$ cat config.mk
export PLATFORM = sky130hd
export DESIGN_NAME = psh_front
export DESIGN_NICKNAME = d
export VERILOG_FILES = /design/src/sv/psh_pkg.sv /design/src/sv/psh_front.sv
export SDC_FILE = /design/constraint.sdc
export NUM_CORES = 2
export LEC_CHECK = 0
export BUFFER_PORTS_ARGS = -buffer_cell sky130_fd_sc_hd__buf_2
export CAP_MARGIN = 15
export CORE_ASPECT_RATIO = 1.4
export CORE_MARGIN = 3
export CORE_UTILIZATION = 40
export CTS_BUF_LIST = sky130_fd_sc_hd__clkbuf_8
export DETAILED_ROUTE_END_ITERATION = 16
export GPL_TIMING_DRIVEN = 1
export RECOVER_POWER = 100
export SYNTH_ARGS = -nofsm -noshare
export SYNTH_HDL_FRONTEND = slang
export SYNTH_SLANG_ARGS = --single-unit
$ cat constraint.sdc
create_clock -name clock -period 18.9 [get_ports clock]
set_clock_uncertainty 0.15 [all_clocks]
set_input_delay 3.78 -clock clock [delete_from_list [all_inputs] [get_ports clock]]
set_output_delay 3.78 -clock clock [all_outputs]
set_load 0.1 [all_outputs]
$ cat src/sv/psh_pkg.sv
`default_nettype none
package psh_pkg;

   // widest bin address the store supports (BIN_COUNT up to 4096)
   localparam int unsigned AddrMaxW = 12;
   // bin_index code for a dropped particle
   localparam logic [8:0] DropCode = 9'd256;
   localparam logic [31:0] SpeedLimitReset = 32'd65536;
   localparam logic [31:0] CountMax = 32'hFFFF_FFFF;

   // request command codes
   localparam logic CmdAdd  = 1'b0;
   localparam logic CmdRead = 1'b1;

   // one classified request, passed from front to back
   typedef struct packed {
      logic                is_read;
      logic                in_range;
      logic [AddrMaxW-1:0] addr;
      logic [8:0]          idx;
      logic                positive;
      logic                eop;
   } item_type;

   // queue handshake between producer and consumer
   typedef struct packed {
      logic push;
      logic pop;
   } queue_ctl_type;

   typedef struct packed {
      logic full;
      logic empty;
   } queue_sts_type;

endpackage
`default_nettype wire

$ cat src/sv/psh_front.sv
`default_nettype none
module psh_front #(
   parameter int unsigned BIN_COUNT = 256
) (
   input  wire logic              clock,
   input  wire logic              reset,
   input  wire logic              start,
   output logic                   front_busy,
   input  wire logic              cmd,
   input  wire logic signed [31:0] vel_x,
   input  wire logic signed [31:0] vel_y,
   input  wire logic signed [31:0] vel_z,
   input  wire logic              positive_charge,
   input  wire logic [7:0]        read_bin,
   input  wire logic              end_of_pass,
   input  wire logic              block_busy,
   input  wire logic [31:0]       speed_limit,
   input  wire psh_pkg::queue_sts_type q_sts,
   output logic                   q_push,
   output psh_pkg::item_type      q_item
);

   localparam int unsigned BcW = $clog2(BIN_COUNT + 1);
   localparam int unsigned NumW = 32 + BcW + 1;
   localparam int unsigned DivCntW = $clog2(NumW + 1);

   typedef enum logic [5:0] {
      F_IDLE = 6'b000001,
      F_SQ   = 6'b000010,
      F_SQRT = 6'b000100,
      F_MUL  = 6'b001000,
      F_DIV  = 6'b010000,
      F_PUSH = 6'b100000
   } front_state_type;

   front_state_type state_ff, state_in;
   logic [31:0] vx_ff, vx_in, vy_ff, vy_in, vz_ff, vz_in;
   logic [1:0] sq_cnt_ff, sq_cnt_in;
   logic [63:0] sq_ff, sq_in, acc_ff, acc_in;
   logic [63:0] x_ff, x_in, res_ff, res_in, bit_ff, bit_in;
   logic [NumW-1:0] num_ff, num_in, quo_ff, quo_in;
   logic [31:0] rem_ff, rem_in;
   logic [DivCntW-1:0] div_cnt_ff, div_cnt_in;
   psh_pkg::item_type item_ff, item_in;

   logic [31:0] comp, mag, lim;
   logic [63:0] trial;
   logic [32:0] shifted;

   assign front_busy = (state_ff != F_IDLE);
   assign q_push = (state_ff == F_PUSH) && !q_sts.full;
   assign q_item = item_ff;
   assign lim = (speed_limit == 32'd0) ? 32'd1 : speed_limit;

   // component magnitude feeding the squarer
   always_comb begin
      unique case (sq_cnt_ff)
         2'd0:    comp = vx_ff;
         2'd1:    comp = vy_ff;
         default: comp = vz_ff;
      endcase
      mag = comp[31] ? (~comp + 32'd1) : comp;
      trial = res_ff + bit_ff;
      shifted = {rem_ff, num_ff[NumW-1]};
   end

   // sequencer and datapath
   always_comb begin
      state_in = state_ff;
      vx_in = vx_ff;
      vy_in = vy_ff;
      vz_in = vz_ff;
      sq_cnt_in = sq_cnt_ff;
      sq_in = sq_ff;
      acc_in = acc_ff;
      x_in = x_ff;
      res_in = res_ff;
      bit_in = bit_ff;
      num_in = num_ff;
      quo_in = quo_ff;
      rem_in = rem_ff;
      div_cnt_in = div_cnt_ff;
      item_in = item_ff;
      unique case (state_ff)
         F_IDLE: begin
            if (start && !block_busy) begin
               vx_in = vel_x;
               vy_in = vel_y;
               vz_in = vel_z;
               item_in.positive = positive_charge;
               item_in.eop = end_of_pass;
               item_in.is_read = (cmd == psh_pkg::CmdRead);
               if (cmd == psh_pkg::CmdRead) begin
                  item_in.in_range = (13'(read_bin) < 13'(BIN_COUNT));
                  item_in.addr = psh_pkg::AddrMaxW'(read_bin);
                  item_in.idx = {1'b0, read_bin};
                  state_in = F_PUSH;
               end else begin
                  sq_cnt_in = 2'd0;
                  acc_in = 64'd0;
                  state_in = F_SQ;
               end
            end
         end
         F_SQ: begin
            // one square per cycle, accumulated in the following cycle
            sq_in = 64'(mag) * 64'(mag);
            if (sq_cnt_ff != 2'd0) begin
               acc_in = acc_ff + sq_ff;
            end
            sq_cnt_in = sq_cnt_ff + 2'd1;
            if (sq_cnt_ff == 2'd3) begin
               x_in = acc_ff + sq_ff;
               res_in = 64'd0;
               bit_in = 64'd1 << 62;
               state_in = F_SQRT;
            end
         end
         F_SQRT: begin
            // one root bit per cycle
            if (x_ff >= trial) begin
               x_in = x_ff - trial;
               res_in = (res_ff >> 1) + bit_ff;
            end else begin
               res_in = res_ff >> 1;
            end
            bit_in = bit_ff >> 2;
            if (bit_ff == 64'd1) begin
               state_in = F_MUL;
            end
         end
         F_MUL: begin
            num_in = NumW'(res_ff[31:0]) * NumW'(BIN_COUNT) + NumW'(lim) - NumW'(1);
            rem_in = 32'd0;
            quo_in = '0;
            div_cnt_in = '0;
            state_in = F_DIV;
         end
         F_DIV: begin
            // restoring division, one quotient bit per cycle
            num_in = num_ff << 1;
            if (shifted >= {1'b0, lim}) begin
               rem_in = 32'(shifted - {1'b0, lim});
               quo_in = {quo_ff[NumW-2:0], 1'b1};
            end else begin
               rem_in = shifted[31:0];
               quo_in = {quo_ff[NumW-2:0], 1'b0};
            end
            div_cnt_in = div_cnt_ff + DivCntW'(1);
            if (div_cnt_ff == DivCntW'(NumW - 1)) begin
               state_in = F_PUSH;
            end
         end
         F_PUSH: begin
            // wait for queue room; the item was filled in at accept (read) or when the quotient completed (add)
            if (!item_ff.is_read && !(state_ff != F_PUSH)) begin
               item_in = item_ff;
            end
            if (!q_sts.full) begin
               state_in = F_IDLE;
            end
         end
         default: state_in = F_IDLE;
      endcase
      // capture the bin when the quotient completes
      if (state_ff == F_DIV && state_in == F_PUSH) begin
         item_in.in_range = (quo_in < NumW'(BIN_COUNT));
         item_in.addr = quo_in[psh_pkg::AddrMaxW-1:0];
         item_in.idx = (quo_in < NumW'(BIN_COUNT)) ? quo_in[8:0] : psh_pkg::DropCode;
      end
   end

   always_ff @(posedge clock) begin
      if (reset) begin
         state_ff <= F_IDLE;
      end else begin
         state_ff <= state_in;
      end
      vx_ff <= vx_in;
      vy_ff <= vy_in;
      vz_ff <= vz_in;
      sq_cnt_ff <= sq_cnt_in;
      sq_ff <= sq_in;
      acc_ff <= acc_in;
      x_ff <= x_in;
      res_ff <= res_in;
      bit_ff <= bit_in;
      num_ff <= num_in;
      quo_ff <= quo_in;
      rem_ff <= rem_in;
      div_cnt_ff <= div_cnt_in;
      item_ff <= item_in;
   end

endmodule
`default_nettype wire

==> results_dict.tcl <==
set metrics [dict create \
    antenna_found_initial 3 \
    cts_buffers 93 \
    mostFrequentLayoutCell "inv_1" \
    rrSetupSlack_ps 3300 \
    place_area_um2 68200 \
    grt_pass1_wl_um 284000 \
    setup_viol 0 \
    antenna_left 0 \
    die-area_um2 167000 \
    synth_area_um2 64900 \
    critPathLaunchType "flip-flop" \
    max_freq_ghz 0.0641 \
    synth-simple-area-share_pct 11.8 \
    cts_hold_buf 0 \
    crit_path_top_delay_cell "clkinv_1" \
    layout_common_cells "1203 x inv_1, 795 x fa_1, 656 x nand2_1" \
    drtPass1Iterations 6 \
    synth_top_family_by_area "adder cells" \
    drv_slew 1113 \
    io-pin-count 172 \
    overflow 0 \
    drive_gt1_share_pct 5.58 \
    cp-end-kind "flip-flop" \
    initial_core_util_pct 40.3 \
    track_usage_pct 21.5 \
    ys.flop_type "edfxtp_1" \
    post_cts_resized 0 \
    vias 49600 \
    cts_num_sinks 538 \
    highest_layer "met4" \
    root_buffer "clkbuf_8" \
    relSlewSlack_pct -220 \
    post-cts-setup-buffers 0 \
    syn2layout_area_growth_pct 8.01 \
    dp_worst_setup_slack_ps 5820 \
    yosysWarnings 0 \
    fin_nets 8554 \
    min_period_over_period_pct 82.5 \
    rr_worst_depth 38 \
    setup_slack_ps 3300 \
    hold_viol_final 0 \
    fin_util_pct 43.5 \
    routedWlPerCell_um 19.5 \
    rows 174 \
    worstHoldStart "quo_ff[0]$_DFF_P_" \
    timing.rr.start "sq_cnt_ff[0]$_SDFFCE_PN0P_" \
    hpwl_um 143000 \
    hold_class "flip-flop to flip-flop" \
    synth_edf_count 490 \
    final.min_clock_period_ps 15600 \
    violations "capacitance limit, slew limit" \
    cp_data_required_time_ps 19300 \
    hold_path_depth 2 \
    coreArea_um2 161000 \
    port_buffers 170 \
    postSynthAreaPerCell_um2 9.36 \
    cts_buffer_depth 3 \
    crit_path_max_incr_delay_ps 1310 \
    tns_ps 0 \
    viasPerCell 5.37 \
    synthesis.instances 6931 \
    die_h_um 482 \
    crit_type "flip-flop to flip-flop" \
    drt-met1-wl_um 67800 \
    tightestPinTransition_ps 4800 \
    cts.clk_slew.worst_paths_ps 60 \
    clk-insertion-delay-late_ps 810 \
    synth-compound-area-share_pct 13.9 \
    status "finished with violations" \
    synth_fa_ha_area_share_pct 35.7 \
    final_area_um2 70000 \
    dieWidth_um 346 \
    routed_wl_um 180000 \
    wl_met3_um 8500 \
    ys_ff_latch 538 \
    gp_congestion 0.917 \
    ys_types 91 \
    r2r_end "sq_ff[61]$_DFFE_PP_" \
    drv_cap 21 \
    ys_async_sr_fraction_pct 0 \
    worst-endpoint-arrival_ps 15990 \
    drc 0 \
    rsz0062_at_grt "no" \
    cts_tree "done" \
    hold_end "quo_ff[0]$_DFF_P_" \
    critPathMostFrequentCell "fa_1" \
    drtIter0Drc 2696 \
    grt_pass1_vias 52800 \
    ys_seq_area_share_pct 24.2 \
    grt_max_degree 87 \
    wl_met2_um 91800 \
    synth_mux_area_share_pct 0.141 \
    synth-xor-area-share_pct 5.65 \
    htree_levels 3 \
    crit_fanout 38 \
]
critical path, delay by kind of cell (launching register included):
kind            cells  cell delay [ps]
fa+ha+maj          11             4870
compound gates      9             2570
xor+xnor            2              240
simple gates        5             1420
flops               1              440
buf+inv            11             5550
state kept, by name, summed over array words and instances, names as in the netlist:
| signal | flops |
|---|---|
| acc_ff | 64 |
| res_ff | 64 |
| x_ff | 64 |
| sq_ff | 63 |
| num_ff | 42 |
| quo_ff | 42 |
| bit_ff | 32 |
| rem_ff | 32 |
| vx_ff | 32 |
| vy_ff | 32 |
| vz_ff | 32 |
| q_item | 25 |
| div_cnt_ff | 6 |
| state_ff | 6 |
| sq_cnt_ff | 2 |
routing by layer:
| metal | vias to the layer above | track usage (%) |
|---|---|---|
| met3 | 534 | 2.86 |
| li1 | 23300 | - |
| met5 | - | 0 |
| met4 | 0 | 12.1 |
| met1 | 24300 | 23.7 |
| met2 | 1425 | 39.7 |
cells in the mapped netlist (12+ instances only):
master    count  area (um2)
xnor2_1     233        2040
dfxtp_1      48         961
nor2_1      573        2150
or3_1        29         181
a21oi_1     393        1970
a31oi_1      91         569
o211ai_1     19         143
o31ai_1      19         143
nor3_1       55         275
o21a_1       36         270
fa_1        795       15900
nand2b_1     27         169
o21bai_1     61         458
nand3_1      62         310
buf_2        34         170
clkbuf_1    221         830
and4_1       12         105
o21ai_1      12        60.1
xor2_1      178        1560
nor2b_1      31         194
a21o_1      204        1530
edfxtp_1    490       14700
nor4_1       33         206
ha_1        580        7260
a211oi_1     64         480
a31o_2       18         158
inv_1      1183        4440
and2_1       40         250
a22o_1       67         587
nand2_1     657        2470
o21ai_0     288        1440
nand4_1     104         651
a211o_1      14         123
and3_1       58         363
logic make-up after synthesis:
logic type,after synthesis
fa+ha+maj,1375
compound gates,1407
buf+inv,1461
xor+xnor,415
flops,538
other cells,2
mux,9
simple gates,1724
layout make-up:
cell class	count	area [um2]
tap	2112	2640
fill	15700	90800
timing repair buffer	252	1330
antenna	4	10.0
multi-input combinational	4954	43900
sequential	538	15700
clock inverter	72	667
inverter	1195	4490
clock buffer	100	1380
how the worst max path moves through the flow:
| stage | start | endpoint | slack (ps) | cells after the start |
|---|---|---|---|---|
| after detailed placement | sq_cnt_ff[1]$_SDFFCE_PN0P_ | sq_ff[61]$_DFFE_PP_ | 5820 | 44 |
| after floorplan | sq_cnt_ff[0]$_SDFFCE_PN0P_ | sq_ff[56]$_DFFE_PP_ | 8230 | 44 |
| after global routing | sq_cnt_ff[0]$_SDFFCE_PN0P_ | sq_ff[59]$_DFFE_PP_ | 2590 | 37 |
| final | sq_cnt_ff[0]$_SDFFCE_PN0P_ | sq_ff[61]$_DFFE_PP_ | 3300 | 38 |
| after global placement | sq_cnt_ff[1]$_SDFFCE_PN0P_ | sq_ff[61]$_DFFE_PP_ | 5850 | 44 |
| after CTS | sq_cnt_ff[1]$_SDFFCE_PN0P_ | sq_ff[61]$_DFFE_PP_ | 5750 | 44 |
per-stage QoR:
stage                     hold slack, ps  instances
after floorplan                      273       6953
after global placement               280       9050
after detailed placement             287       9050
after CTS                            297       9222
after global routing                 319       9225
final                                297       9227
Power is not shown: default switching activity piles up to over one toggle a cycle in this logic, so the estimate is an artifact.
