==> src/sv/psh_pkg.sv <==
`default_nettype none
package psh_pkg;

   // widest bin address the store supports (BIN_COUNT up to 4096)
   localparam int unsigned AddrMaxW = 12;
   // bin_index code for a dropped particle
   localparam logic [8:0] DropCode = 9'd256;
   localparam logic [31:0] SpeedLimitReset = 32'd65536;
   localparam logic [31:0] CountMax = 32'hFFFF_FFFF;

   // request command codes
   localparam logic CmdAdd  = 1'b0;
   localparam logic CmdRead = 1'b1;

   // one classified request, passed from front to back
   typedef struct packed {
      logic                is_read;
      logic                in_range;
      logic [AddrMaxW-1:0] addr;
      logic [8:0]          idx;
      logic                positive;
      logic                eop;
   } item_type;

   // queue handshake between producer and consumer
   typedef struct packed {
      logic push;
      logic pop;
   } queue_ctl_type;

   typedef struct packed {
      logic full;
      logic empty;
   } queue_sts_type;

endpackage
`default_nettype wire

==> src/sv/psh_queue.sv <==
`default_nettype none
module psh_queue (
   input  wire logic                   clock,
   input  wire logic                   reset,
   input  wire psh_pkg::queue_ctl_type ctl,
   input  wire psh_pkg::item_type      wr_item,
   output psh_pkg::item_type           rd_item,
   output psh_pkg::queue_sts_type      sts
);

   // two-entry queue
   psh_pkg::item_type slot_ff [2];
   logic wr_ptr_ff, wr_ptr_in, rd_ptr_ff, rd_ptr_in;
   logic [1:0] cnt_ff, cnt_in;
   logic do_push, do_pop;

   assign sts.full = (cnt_ff == 2'd2);
   assign sts.empty = (cnt_ff == 2'd0);
   assign do_push = ctl.push && !sts.full;
   assign do_pop = ctl.pop && !sts.empty;
   assign rd_item = slot_ff[rd_ptr_ff];

   always_comb begin
      wr_ptr_in = wr_ptr_ff ^ do_push;
      rd_ptr_in = rd_ptr_ff ^ do_pop;
      cnt_in = cnt_ff + 2'(do_push) - 2'(do_pop);
   end

   always_ff @(posedge clock) begin
      if (reset) begin
         wr_ptr_ff <= 1'b0;
         rd_ptr_ff <= 1'b0;
         cnt_ff <= 2'd0;
      end else begin
         wr_ptr_ff <= wr_ptr_in;
         rd_ptr_ff <= rd_ptr_in;
         cnt_ff <= cnt_in;
      end
      if (do_push) begin
         slot_ff[wr_ptr_ff] <= wr_item;
      end
   end

endmodule
`default_nettype wire

==> config.mk <==
export PLATFORM = sky130hd
export DESIGN_NAME = psh_queue
export DESIGN_NICKNAME = d
export VERILOG_FILES = /design/src/sv/psh_pkg.sv /design/src/sv/psh_queue.sv
export SDC_FILE = /design/constraint.sdc
export NUM_CORES = 1
export LEC_CHECK = 0
export BUFFER_PORTS_ARGS = -buffer_cell sky130_fd_sc_hd__buf_2
export CORE_ASPECT_RATIO = 0.9
export CORE_MARGIN = 2
export CORE_UTILIZATION = 42
export CTS_CLUSTER_SIZE = 25
export DETAILED_ROUTE_END_ITERATION = 6
export GPL_ROUTABILITY_DRIVEN = 0
export PLACE_DENSITY = 0.66
export SLEW_MARGIN = 30
export SYNTH_ARGS = -nofsm -noshare
export SYNTH_HDL_FRONTEND = slang
export SYNTH_SLANG_ARGS = --single-unit
==> constraint.sdc <==
create_clock -name clock -period 2.7 [get_ports clock]
set_clock_uncertainty 0.05 [all_clocks]
set_input_delay 0 -clock clock [delete_from_list [all_inputs] [get_ports clock]]
set_output_delay 0 -clock clock [all_outputs]
set_load 0.005 [all_outputs]
==> results of run 1 <==
==> cells in the mapped netlist (all sizes together) <==
library cell  count  area, um^2
nor2b             2        12.5
nor2              4        15.0
buf               3        46.3
nand2             1        3.75
inv               3        11.3
nand2b            1        6.26
and2              1        6.26
edfxtp           50        1500
o21a              1        7.51
xnor3             1        22.5
ha                4        50.1
dfxtp             4        80.1
mux2             26         297
==> area by class of cell <==
cell class	count	area (um^2)
clock buffer	5	68.8
clock inverter	3	63.8
fill	364	1980
inverter	3	11.3
multi-input combinational	41	420
sequential	54	1580
tap	65	81.3
timing repair buffer	85	566
==> per-stage QoR <==
stage	util (%)	hold slack, ps	std cells	area, um^2
2_1_floorplan	-	16.7	101	2060
3_3_place_gp	50.3	141	222	2400
3_5_place_dp	50.3	144	222	2400
4_1_cts	58.5	59.9	256	2790
5_1_grt	58.5	79.2	256	2790
6_report	58.5	65.8	256	2790
==> sequential cells by signal (all words and copies together), names as in the netlist <==
signal,cells
slot_ff,50
cnt_ff,2
wr_ptr_ff,1
rd_ptr_ff,1
==> worst max-delay path by stage <==
stage                   start        endpoint  slack, ps  depth (start not counted)
floorplan           cnt_ff[0]   slot_ff[1][0]        960                          3
global placement    cnt_ff[0]  slot_ff[0][20]       1040                          4
detailed placement  cnt_ff[0]  slot_ff[0][20]        940                          4
CTS                 rd_ptr_ff     rd_item[11]        640                          3
global route        rd_ptr_ff     rd_item[12]        570                          3
finish              rd_ptr_ff     rd_item[11]        690                          3
==> power by group <==
| group | internal, W | switching (W) |
|---|---|---|
| clock network | 0.000367 | 0.000242 |
| logic | 0.000306 | 0.000221 |
| registers | 0.00106 | 0.0000650 |
| total | 0.00173 | 0.000528 |
==> kinds of logic after synthesis <==
group,count (synthesis),synth area share [%]
AO/OA/AOI/OAI,1,0.365
AND/OR/NAND/NOR,9,2.13
XOR/XNOR,1,1.09
flip-flops,54,76.8
buffers and inverters,6,2.79
adder cells (fa/ha/maj),4,2.43
multiplexers,26,14.4
==> per-layer routing <==
layer,vias to the layer above,part of all wire [%]
met4,0,1.5
met2,41,46
met5,-,0
li1,558,-
met3,5,6.1
met1,534,46
==> worst max-delay path: cells and delay by family (launching register included) <==
| kind | cells | cell delay [ps] |
|---|---|---|
| mux | 1 | 360 |
| flops | 1 | 850 |
| buf+inv | 2 | 450 |
==> repair_timing <==
action,CTS,global route
endpoints found under the hold margin,53,0
hold buffers,26,0
buffers inserted,0,0
==> summary.txt, run 1 <==
Run status
  • Run status: completed

STA
  • Fin Setup TNS: 0 ps
  • Final worst path period need: 2010 ps
  • Unrepaired setup endpoints after global routing: false
  • Worst Max-Slew Pin Slew: 802 ps
  • Max Fclk: 0.498 GHz
  • Worst rel slew slack: 46.5%
  • Final Hold Viols: 0
  • Count of final max-slew check failures: 0
  • Tcrit/Tclk final: 74.4%
  • Min setup slack post-route: 692 ps
  • Final setup violation count: 0

CTS
  • Latest clock arrival within the worst-skew pair: 300 ps
  • Number of buffers between clock root and the deepest sink: 2
  • Total CTS buffers: 5
  • Clock transition at the register clock pins on the worst setup and hold paths after CTS: 90 ps
  • H-tree level count: 2
  • TritonCTS clock tree: yes
  • Resize count post-CTS: 0
  • Total number of clock tree sinks: 54
  • Buffer cell driving the clock tree root: clkbuf_8

Worst setup path
  • Cell with the biggest individual delay on the critical path: dfxtp_1
  • R2r worst-path depth: 4
  • Critical Path RT: 2650 ps
  • Type of element capturing the critical path: output pin
  • Capturing point of the worst reg2reg path: slot_ff[0][9]
  • R2R Setup Slk: 950 ps
  • Crit Path Category: flip-flop to output pin
  • Launching point of the worst reg2reg path: cnt_ff[0]
  • Critical path fanouts, max: 18
  • Element type at the critical path start: flip-flop
  • Delay of the slowest critical-path stage: 850 ps
  • Arrival time worst endpoint: 1960 ps
  • Cells along the critical path: buf_4 > mux2_2 > buf_2

Floorplanning
  • Die outline width: 77.8 um
  • Initial Utilization: 43.1%
  • Number of core rows: 24
  • Floorplan die height: 70.4 um
  • Die Footprint: 5480 um^2
  • Core area: 4770 um^2
  • IO Pins: 56

Yosys
  • Synth Instances: 101
  • Number of warnings printed during yosys synthesis: 0
  • Synthesized cell area: 2060 um^2
  • Post-synthesis sequential element count: 54
  • Post-synthesis sequential area ratio: 76.8%
  • Synthesized area divided by synthesized cell count: 20.4 um^2
  • Syn Nets: 134
  • Count of unique library cells instantiated by Yosys: 16

Detailed routing
  • Avg Vias per Cell: 4.45
  • Total Wirelength: 3460 um
  • Post-route DRC violation count: 0
  • Routed wirelength normalized by instance count: 13.5 um
  • Post-DRT Antenna Nets: 0
  • Length of the first detailed-routing pass in iterations: 3
  • Routed via count: 1138
  • Starting DRT DRC Count: 44

Finish
  • Most frequent cells in the layout: buf_2, edfxtp_1, dlygate4sd3_1, mux2_2, clkbuf_8
  • Area overhead of the layout relative to synthesis: 35.6%
  • Fraction of final layout cells sized beyond drive strength 1: 48.2%
  • Most common library cell in the layout ignoring fill and taps: buf_2
  • NumNets Final: 223
  • Count of inserted antenna diode cells: 0

Global routing
  • First-pass GRT wire length: 5580 um
  • Vias in the first global route: 1195
  • Pin count of the biggest net entering global routing: 20
  • Total global-route track usage: 13.7%
  • Sum of overflow across all layers after global routing: 0
  • Met3 usage: 4.13%
  • Global routing met2 resource utilization: 21.8%
  • Antenna violations before repair: 0
  • Most Used Layer, Global Route: met2
  • Met1 track demand over resource: 17.4%

Power and ir drop
  • Worst VDD drop: 0.441 mV
  • Leakage Power: 1.10 nW
  • Power consumption: 0.00226 W
  • Power density cells: 810 nW/um^2

Worst hold path
  • Startpoint of the tightest hold check path: ctl[0]
  • Worst Hold Endpoint: rd_ptr_ff
  • Path category of the worst min-delay check: input port to flip-flop
  • Hold path depth: 3

Job
  • Maximum Capacitance Violations: 0

Place
  • Worst slack at placement: 936 ps
  • Number of input and output port buffers inserted: 55
  • DP Wirelength: 2360 um
(Power assumes the default switching activity.)
==> run 2, diff against run 1 <==
Clock period 2.7 ns to 2 ns, I/O delays scaled along.
==> run 2 against run 1 <==
Effect of this change:
- register-to-register slack worse by 600 ps
- sequential power rose by 33%
- clock power rose by 13%
- cell count fell by 0.39%
==> summary.txt, run 2 (synthesized netlist as in run 1, its figures left out) <==
Run status
  • Run status: completed

Detailed routing
  • Routed wirelength normalized by instance count: 13.7 um
  • Post-route DRC violation count: 0
  • Routed via count: 1145
  • Avg Vias per Cell: 4.49
  • Post-DRT Antenna Nets: 0
  • Length of the first detailed-routing pass in iterations: 4
  • Total Wirelength: 3500 um
  • Starting DRT DRC Count: 22

STA
  • Worst rel slew slack: 72.9%
  • Final Hold Viols: 0
  • Max Fclk: 0.607 GHz
  • Worst Max-Slew Pin Slew: 407 ps
  • Final setup violation count: 0
  • Final worst path period need: 1650 ps
  • Count of final max-slew check failures: 0
  • Unrepaired setup endpoints after global routing: false
  • Min setup slack post-route: 352 ps
  • Fin Setup TNS: 0 ps
  • Tcrit/Tclk final: 82.4%

Power and ir drop
  • Net load switching power: 0.000717 W
  • Combinational power share: 26.4%
  • Worst VDD drop: 0.519 mV
  • Relative contribution of sequential cells to total power: 50.5%
  • Power density cells: 1060 nW/um^2
  • Leakage Power: 1.09 nW
  • Internal power summed over all cells: 0.00225 W
  • Part of the power in the clock network: 23.2%
  • Fraction of power spent switching nets: 24.2%

Floorplanning
  • Number of core rows: 24
  • Initial Utilization: 43.1%
  • IO Pins: 56
  • Die outline width: 77.8 um
  • Core area: 4770 um^2
  • Floorplan die height: 70.4 um
  • Die Footprint: 5480 um^2

Worst hold path
  • Hold path depth: 4
  • Startpoint of the tightest hold check path: ctl[1]
  • Path category of the worst min-delay check: input port to flip-flop
  • Worst Hold Endpoint: wr_ptr_ff

Global routing
  • Sum of overflow across all layers after global routing: 0
  • Vias in the first global route: 1294
  • First-pass GRT wire length: 5840 um
  • Antenna violations before repair: 0
  • Total global-route track usage: 14.1%
  • Pin count of the biggest net entering global routing: 22

Worst setup path
  • Delay of the slowest critical-path stage: 410 ps
  • Capturing point of the worst reg2reg path: slot_ff[1][22]
  • Critical Path RT: 1960 ps
  • Family with the most delay on the worst path: adder cells
  • Arrival time worst endpoint: 1610 ps
  • Type of element capturing the critical path: flip-flop
  • Total buffers and inverters traversed by the critical path: 1
  • R2R Setup Slk: 350 ps
  • R2r worst-path depth: 4
  • Crit Path Category: flip-flop to flip-flop
  • Cell with the biggest individual delay on the critical path: ha_1
  • Critical path fanouts, max: 19
  • Element type at the critical path start: flip-flop
  • Cells along the critical path: nand2b_1 > and2_1 > ha_1 > buf_12
  • Launching point of the worst reg2reg path: cnt_ff[0]

CTS
  • Postcts setup bufs: 0
  • TritonCTS clock tree: yes
  • Clock transition at the register clock pins on the worst setup and hold paths after CTS: 90 ps
  • Total number of clock tree sinks: 54
  • Number of buffers between clock root and the deepest sink: 2
  • Total CTS buffers: 5
  • H-tree level count: 2
  • Latest clock arrival within the worst-skew pair: 290 ps
  • Resize count post-CTS: 0
  • Buffer cell driving the clock tree root: clkbuf_8

Place
  • Dpl cell area: 2430 um^2
  • Worst slack at placement: 342 ps
  • DP Wirelength: 2300 um
  • Number of input and output port buffers inserted: 55

Finish
  • Most flop-heavy register: slot_ff
  • Flip-flop count of the largest register after layout: 50
  • Area overhead of the layout relative to synthesis: 35.9%
  • NumNets Final: 222
  • Most common library cell in the layout ignoring fill and taps: buf_2
  • Largest registers in the final layout: slot_ff (50), cnt_ff (2)
  • Fraction of final layout cells sized beyond drive strength 1: 48.4%
  • Count of inserted antenna diode cells: 0
  • Most frequent cells in the layout: buf_2, edfxtp_1, dlygate4sd3_1, mux2_2, clkbuf_8
  • Final design instance area without fill: 2800 um^2

Job
  • Maximum Capacitance Violations: 0
run 2: power by group through the flow:
stage | combinational (W) | sequential (W) | clock, W
2_1_floorplan | 0.000489 | 0.00150 | 0
3_3_place_gp | 0.000724 | 0.00151 | 0
3_5_place_dp | 0.000752 | 0.00153 | 0
4_1_cts | 0.000799 | 0.00150 | 0.000713
5_1_grt | 0.000861 | 0.00152 | 0.000754
6_report | 0.000782 | 0.00150 | 0.000687
run 2: worst min-delay path: cells and delay by family:
| family | cells | cell delay (ps) |
|---|---|---|
| buffers and inverters | 1 | 80 |
| and+or+nand+nor | 2 | 170 |
| adders and majority gates | 1 | 120 |
run 2: what timing repair did:
item                                    4_1_cts  5_1_grt
hold buffers                                 26        0
endpoints found under the hold margin        53        0
endpoints found under the setup margin        0        0
run 2: cell type report:
class,instances,area [um^2]
clock buffer,5,68.8
clock inverter,3,40.0
timing repair buffer,84,596
sequential,54,1580
tap,65,81.3
multi-input combinational,41,420
fill,371,1980
inverter,3,11.3
run 2: worst max path at each step:
stage          startpoint        endpoint  slack (ps)  cells past startpoint
3_5_place_dp    cnt_ff[0]  slot_ff[1][10]         340                      4
6_report        cnt_ff[0]  slot_ff[1][22]         350                      4
4_1_cts         cnt_ff[0]  slot_ff[0][23]         330                      4
2_1_floorplan   cnt_ff[0]   slot_ff[1][0]         260                      3
5_1_grt         cnt_ff[0]  slot_ff[1][16]         230                      4
3_3_place_gp    cnt_ff[0]  slot_ff[0][20]         410                      4
run 2: metrics by stage:
stage / hold slack, ps / util [%] / cells / power, W
after global placement: 138 / 50.9 / 221 / 0.00224
after CTS: 65.8 / 58.6 / 255 / 0.00301
after detailed placement: 142 / 50.9 / 221 / 0.00228
after global routing: 99.7 / 58.6 / 255 / 0.00313
final: 76.5 / 58.6 / 255 / 0.00297
after floorplan: 16.7 / - / 101 / 0.00198
run 2: per-layer routing:
layer,routed length [um],vias up,global-route usage (%)
li1,-,559,-
met1,1530,535,16.0
met2,1730,45,24.8
met3,190,6,4.52
met4,55,0,4.96
met5,0,-,0
==> run 3, diff against run 2 <==
Settings changed: ABC_AREA set to 1, PLACE_DENSITY 0.66 to 0.68.
Clock period 2 ns to 1.4 ns, I/O delays scaled along.
==> run 3 against run 2 <==
Effect of this change:
- the flow now finishes with violations (negative setup slack)
- global-route usage is 0.20 points lower
- power rose by 83%
- non-clock buffer count increased by 14
- critical path type unchanged
- largest power group unchanged
==> summary.txt, run 3 <==
Floorplanning
  • Floorplan die height: 71.7 um
  • Die Footprint: 5680 um^2
  • Initial Utilization: 44.0%
  • Number of core rows: 24
  • Core area: 4860 um^2
  • IO Pins: 56
  • Die outline width: 79.2 um

STA
  • Unrepaired setup endpoints after global routing: true
  • Final Hold Viols: 0
  • Min setup slack post-route: -114 ps
  • Count of final max-slew check failures: 0
  • Worst rel slew slack: 89.3%
  • Worst Max-Slew Pin Slew: 159 ps
  • Final setup violation count: 11
  • Tcrit/Tclk final: 108%
  • Max Fclk: 0.661 GHz
  • Final worst path period need: 1510 ps

Yosys
  • Asr flop ratio synth: 0%
  • Count of unique library cells instantiated by Yosys: 13
  • Library cell with the highest instance count after synthesis: edfxtp_1
  • Synthesized cell area: 2140 um^2
  • Syn Nets: 146
  • Most area-hungry cell type in the Yosys netlist: edfxtp_1
  • Ys flop type: edfxtp_1
  • Post-synthesis sequential area ratio: 74.0%
  • Share of the synthesized area in the top cell type: 70.2%
  • Post-synthesis sequential element count: 54
  • Number of warnings printed during yosys synthesis: 0
  • Number of flops mapped to enable cells by yosys: 50
  • Top cells by area, synth: edfxtp_1, mux2_4, dfxtp_1
  • Synthesized area divided by synthesized cell count: 18.9 um^2
  • Most frequent cells after synthesis: edfxtp_1, mux2_4, inv_1
  • Synth Instances: 113

Detailed routing
  • Post-DRT Antenna Nets: 0
  • Avg Vias per Cell: 4.63
  • Starting DRT DRC Count: 39
  • Routed wirelength normalized by instance count: 15.2 um
  • Routed via count: 1300
  • Total Wirelength: 4270 um
  • Post-route DRC violation count: 0
  • Length of the first detailed-routing pass in iterations: 4

Place
  • DP Wirelength: 2550 um
  • Number of input and output port buffers inserted: 55
  • Dpl cell area: 2560 um^2

Finish
  • Most frequent cells in the layout: edfxtp_1, buf_2, dlygate4sd3_1, mux2_4, buf_6
  • Final core utilization: 67.3%
  • Filler Cell Count: 348
  • Largest registers in the final layout: slot_ff (50), cnt_ff (2)
  • Final design instance area without fill: 3270 um^2
  • NumNets Final: 248
  • Most flop-heavy register: slot_ff
  • Flip-flop count of the largest register after layout: 50
  • Most common library cell in the layout ignoring fill and taps: edfxtp_1
  • Fraction of final layout cells sized beyond drive strength 1: 57.4%
  • Count of inserted antenna diode cells: 0
  • Area overhead of the layout relative to synthesis: 53.0%

CTS
  • TritonCTS clock tree: yes
  • Number of buffers between clock root and the deepest sink: 2
  • Total number of clock tree sinks: 54
  • H-tree level count: 2
  • Buffer cell driving the clock tree root: clkbuf_8
  • Latest clock arrival within the worst-skew pair: 290 ps
  • Total CTS buffers: 5
  • Clock transition at the register clock pins on the worst setup and hold paths after CTS: 90 ps

Worst setup path
  • R2R Setup Slk: -110 ps
  • Launching point of the worst reg2reg path: cnt_ff[0]
  • Crit Path Category: flip-flop to flip-flop
  • Delay of the slowest critical-path stage: 380 ps
  • R2r worst-path depth: 10
  • Type of element capturing the critical path: flip-flop
  • Critical path fanouts, max: 3
  • Capturing point of the worst reg2reg path: cnt_ff[1]
  • Arrival time worst endpoint: 1690 ps
  • Cells along the critical path: nor2_4 > nor2_4 > ha_4 > inv_2 > ha_4 > inv_2 > nand2_2 > nand3_2 > nand2_2 > nor2_2
  • Critical Path RT: 1580 ps
  • Element type at the critical path start: flip-flop
  • Cell with the biggest individual delay on the critical path: dfxtp_4

Global routing
  • Global routing met2 resource utilization: 25.3%
  • Met1 track demand over resource: 15.4%
  • First-pass GRT wire length: 5950 um
  • Antenna violations before repair: 0
  • Total global-route track usage: 13.9%
  • Most Used Layer, Global Route: met2
  • Sum of overflow across all layers after global routing: 0
  • Pin count of the biggest net entering global routing: 22
  • Vias in the first global route: 1355
  • Met3 usage: 4.03%

Job
  • Maximum Capacitance Violations: 0

Run status
  • Run status: finished, violations left
  • Failing checks: negative setup slack

Power and ir drop
  • Power density cells: 1660 nW/um^2
  • Leakage Power: 1.32 nW
  • Worst VDD drop: 1.09 mV

Worst hold path
  • Startpoint of the tightest hold check path: ctl[0]
  • Path category of the worst min-delay check: input port to flip-flop
  • Hold path depth: 5
  • Worst Hold Endpoint: rd_ptr_ff
-- run 3: changes by cell type in the layout (fill, tap and decap cells not counted), moves of 3 or more --
cell	change
dfxtp_4	+3
buf_4	+6
dfxtp_1	-3
mux2_4	+23
mux2_2	-24
nand2_2	+3
buf_2	-11
clkbuf_16	+4
ha_1	-4
ha_4	+4
inv_1	+3
buf_6	+13
-- run 3: cells by family after synthesis --
kind of cell               share of synthesized area [%]
DFF                                                 74.0
muxes                                               16.3
and+or+nand+nor                                     2.75
buffers and inverters                               4.15
adders and majority gates                           2.34
AOI/OAI and AO/OA                                  0.468
-- run 3: what timing repair did --
item | in CTS | in global routing
endpoints found under the setup margin | 22 | 57
gates cloned | 0 | 4
gates resized for setup | 7 | 38
setup buffers | 4 | 0
pin swaps | 7 | 9
hold buffers | 27 | 0
hold endpoints to repair | 54 | 0
-- run 3: worst max-delay path: cells and delay by family (launching register included) --
kind                       cells  cell delay, ps
and+or+nand+nor                6             520
DFF                            1             380
buffers and inverters          2              90
adders and majority gates      2             420
-- run 3: through the flow --
step	std cells	total power [W]	TNS (ps)	hold slack, ps	setup slack, ps
CTS	277	0.00486	-411	15.3	-96.5
global route	281	0.00570	-1480	83.4	-169
detailed placement	238	0.00367	-134	143	-134
global placement	238	0.00359	0	137	12.6
finish	281	0.00542	-166	76.3	-114
floorplan	113	0.00313	-803	13.8	-16.1
-- run 3: worst max path at each step --
stage	from	to	slack (ps)	cells past startpoint
floorplan	cnt_ff[1]	slot_ff[0][0]	-20	4
detailed placement	cnt_ff[0]	cnt_ff[1]	-130	8
finish	cnt_ff[0]	cnt_ff[1]	-110	10
global route	cnt_ff[0]	cnt_ff[1]	-170	10
CTS	cnt_ff[1]	cnt_ff[1]	-100	10
global placement	cnt_ff[0]	cnt_ff[1]	10	10
-- run 3: report_power, final --
group          internal [W]  total, W  switching [W]
combinational       0.00129   0.00214       0.000851
sequential          0.00212   0.00227       0.000151
clock              0.000536   0.00101       0.000470
-- run 3: routing by layer --
layer	part of all wire (%)	wire, um
met5	0	0
met4	0.47	20
met3	5.2	221
met2	56	2380
met1	39	1650
-- run 3: final cells by class --
cell class | count | area (um^2) | area share, %
multi-input cells | 46 | 586 | 17.9
clock inverters | 3 | 43.8 | 1.34
well taps | 65 | 81.3 | 2.49
clock buffers | 5 | 68.8 | 2.10
inverters | 10 | 42.5 | 1.30
repair buffers | 98 | 857 | 26.2
flip-flops and latches | 54 | 1590 | 48.7
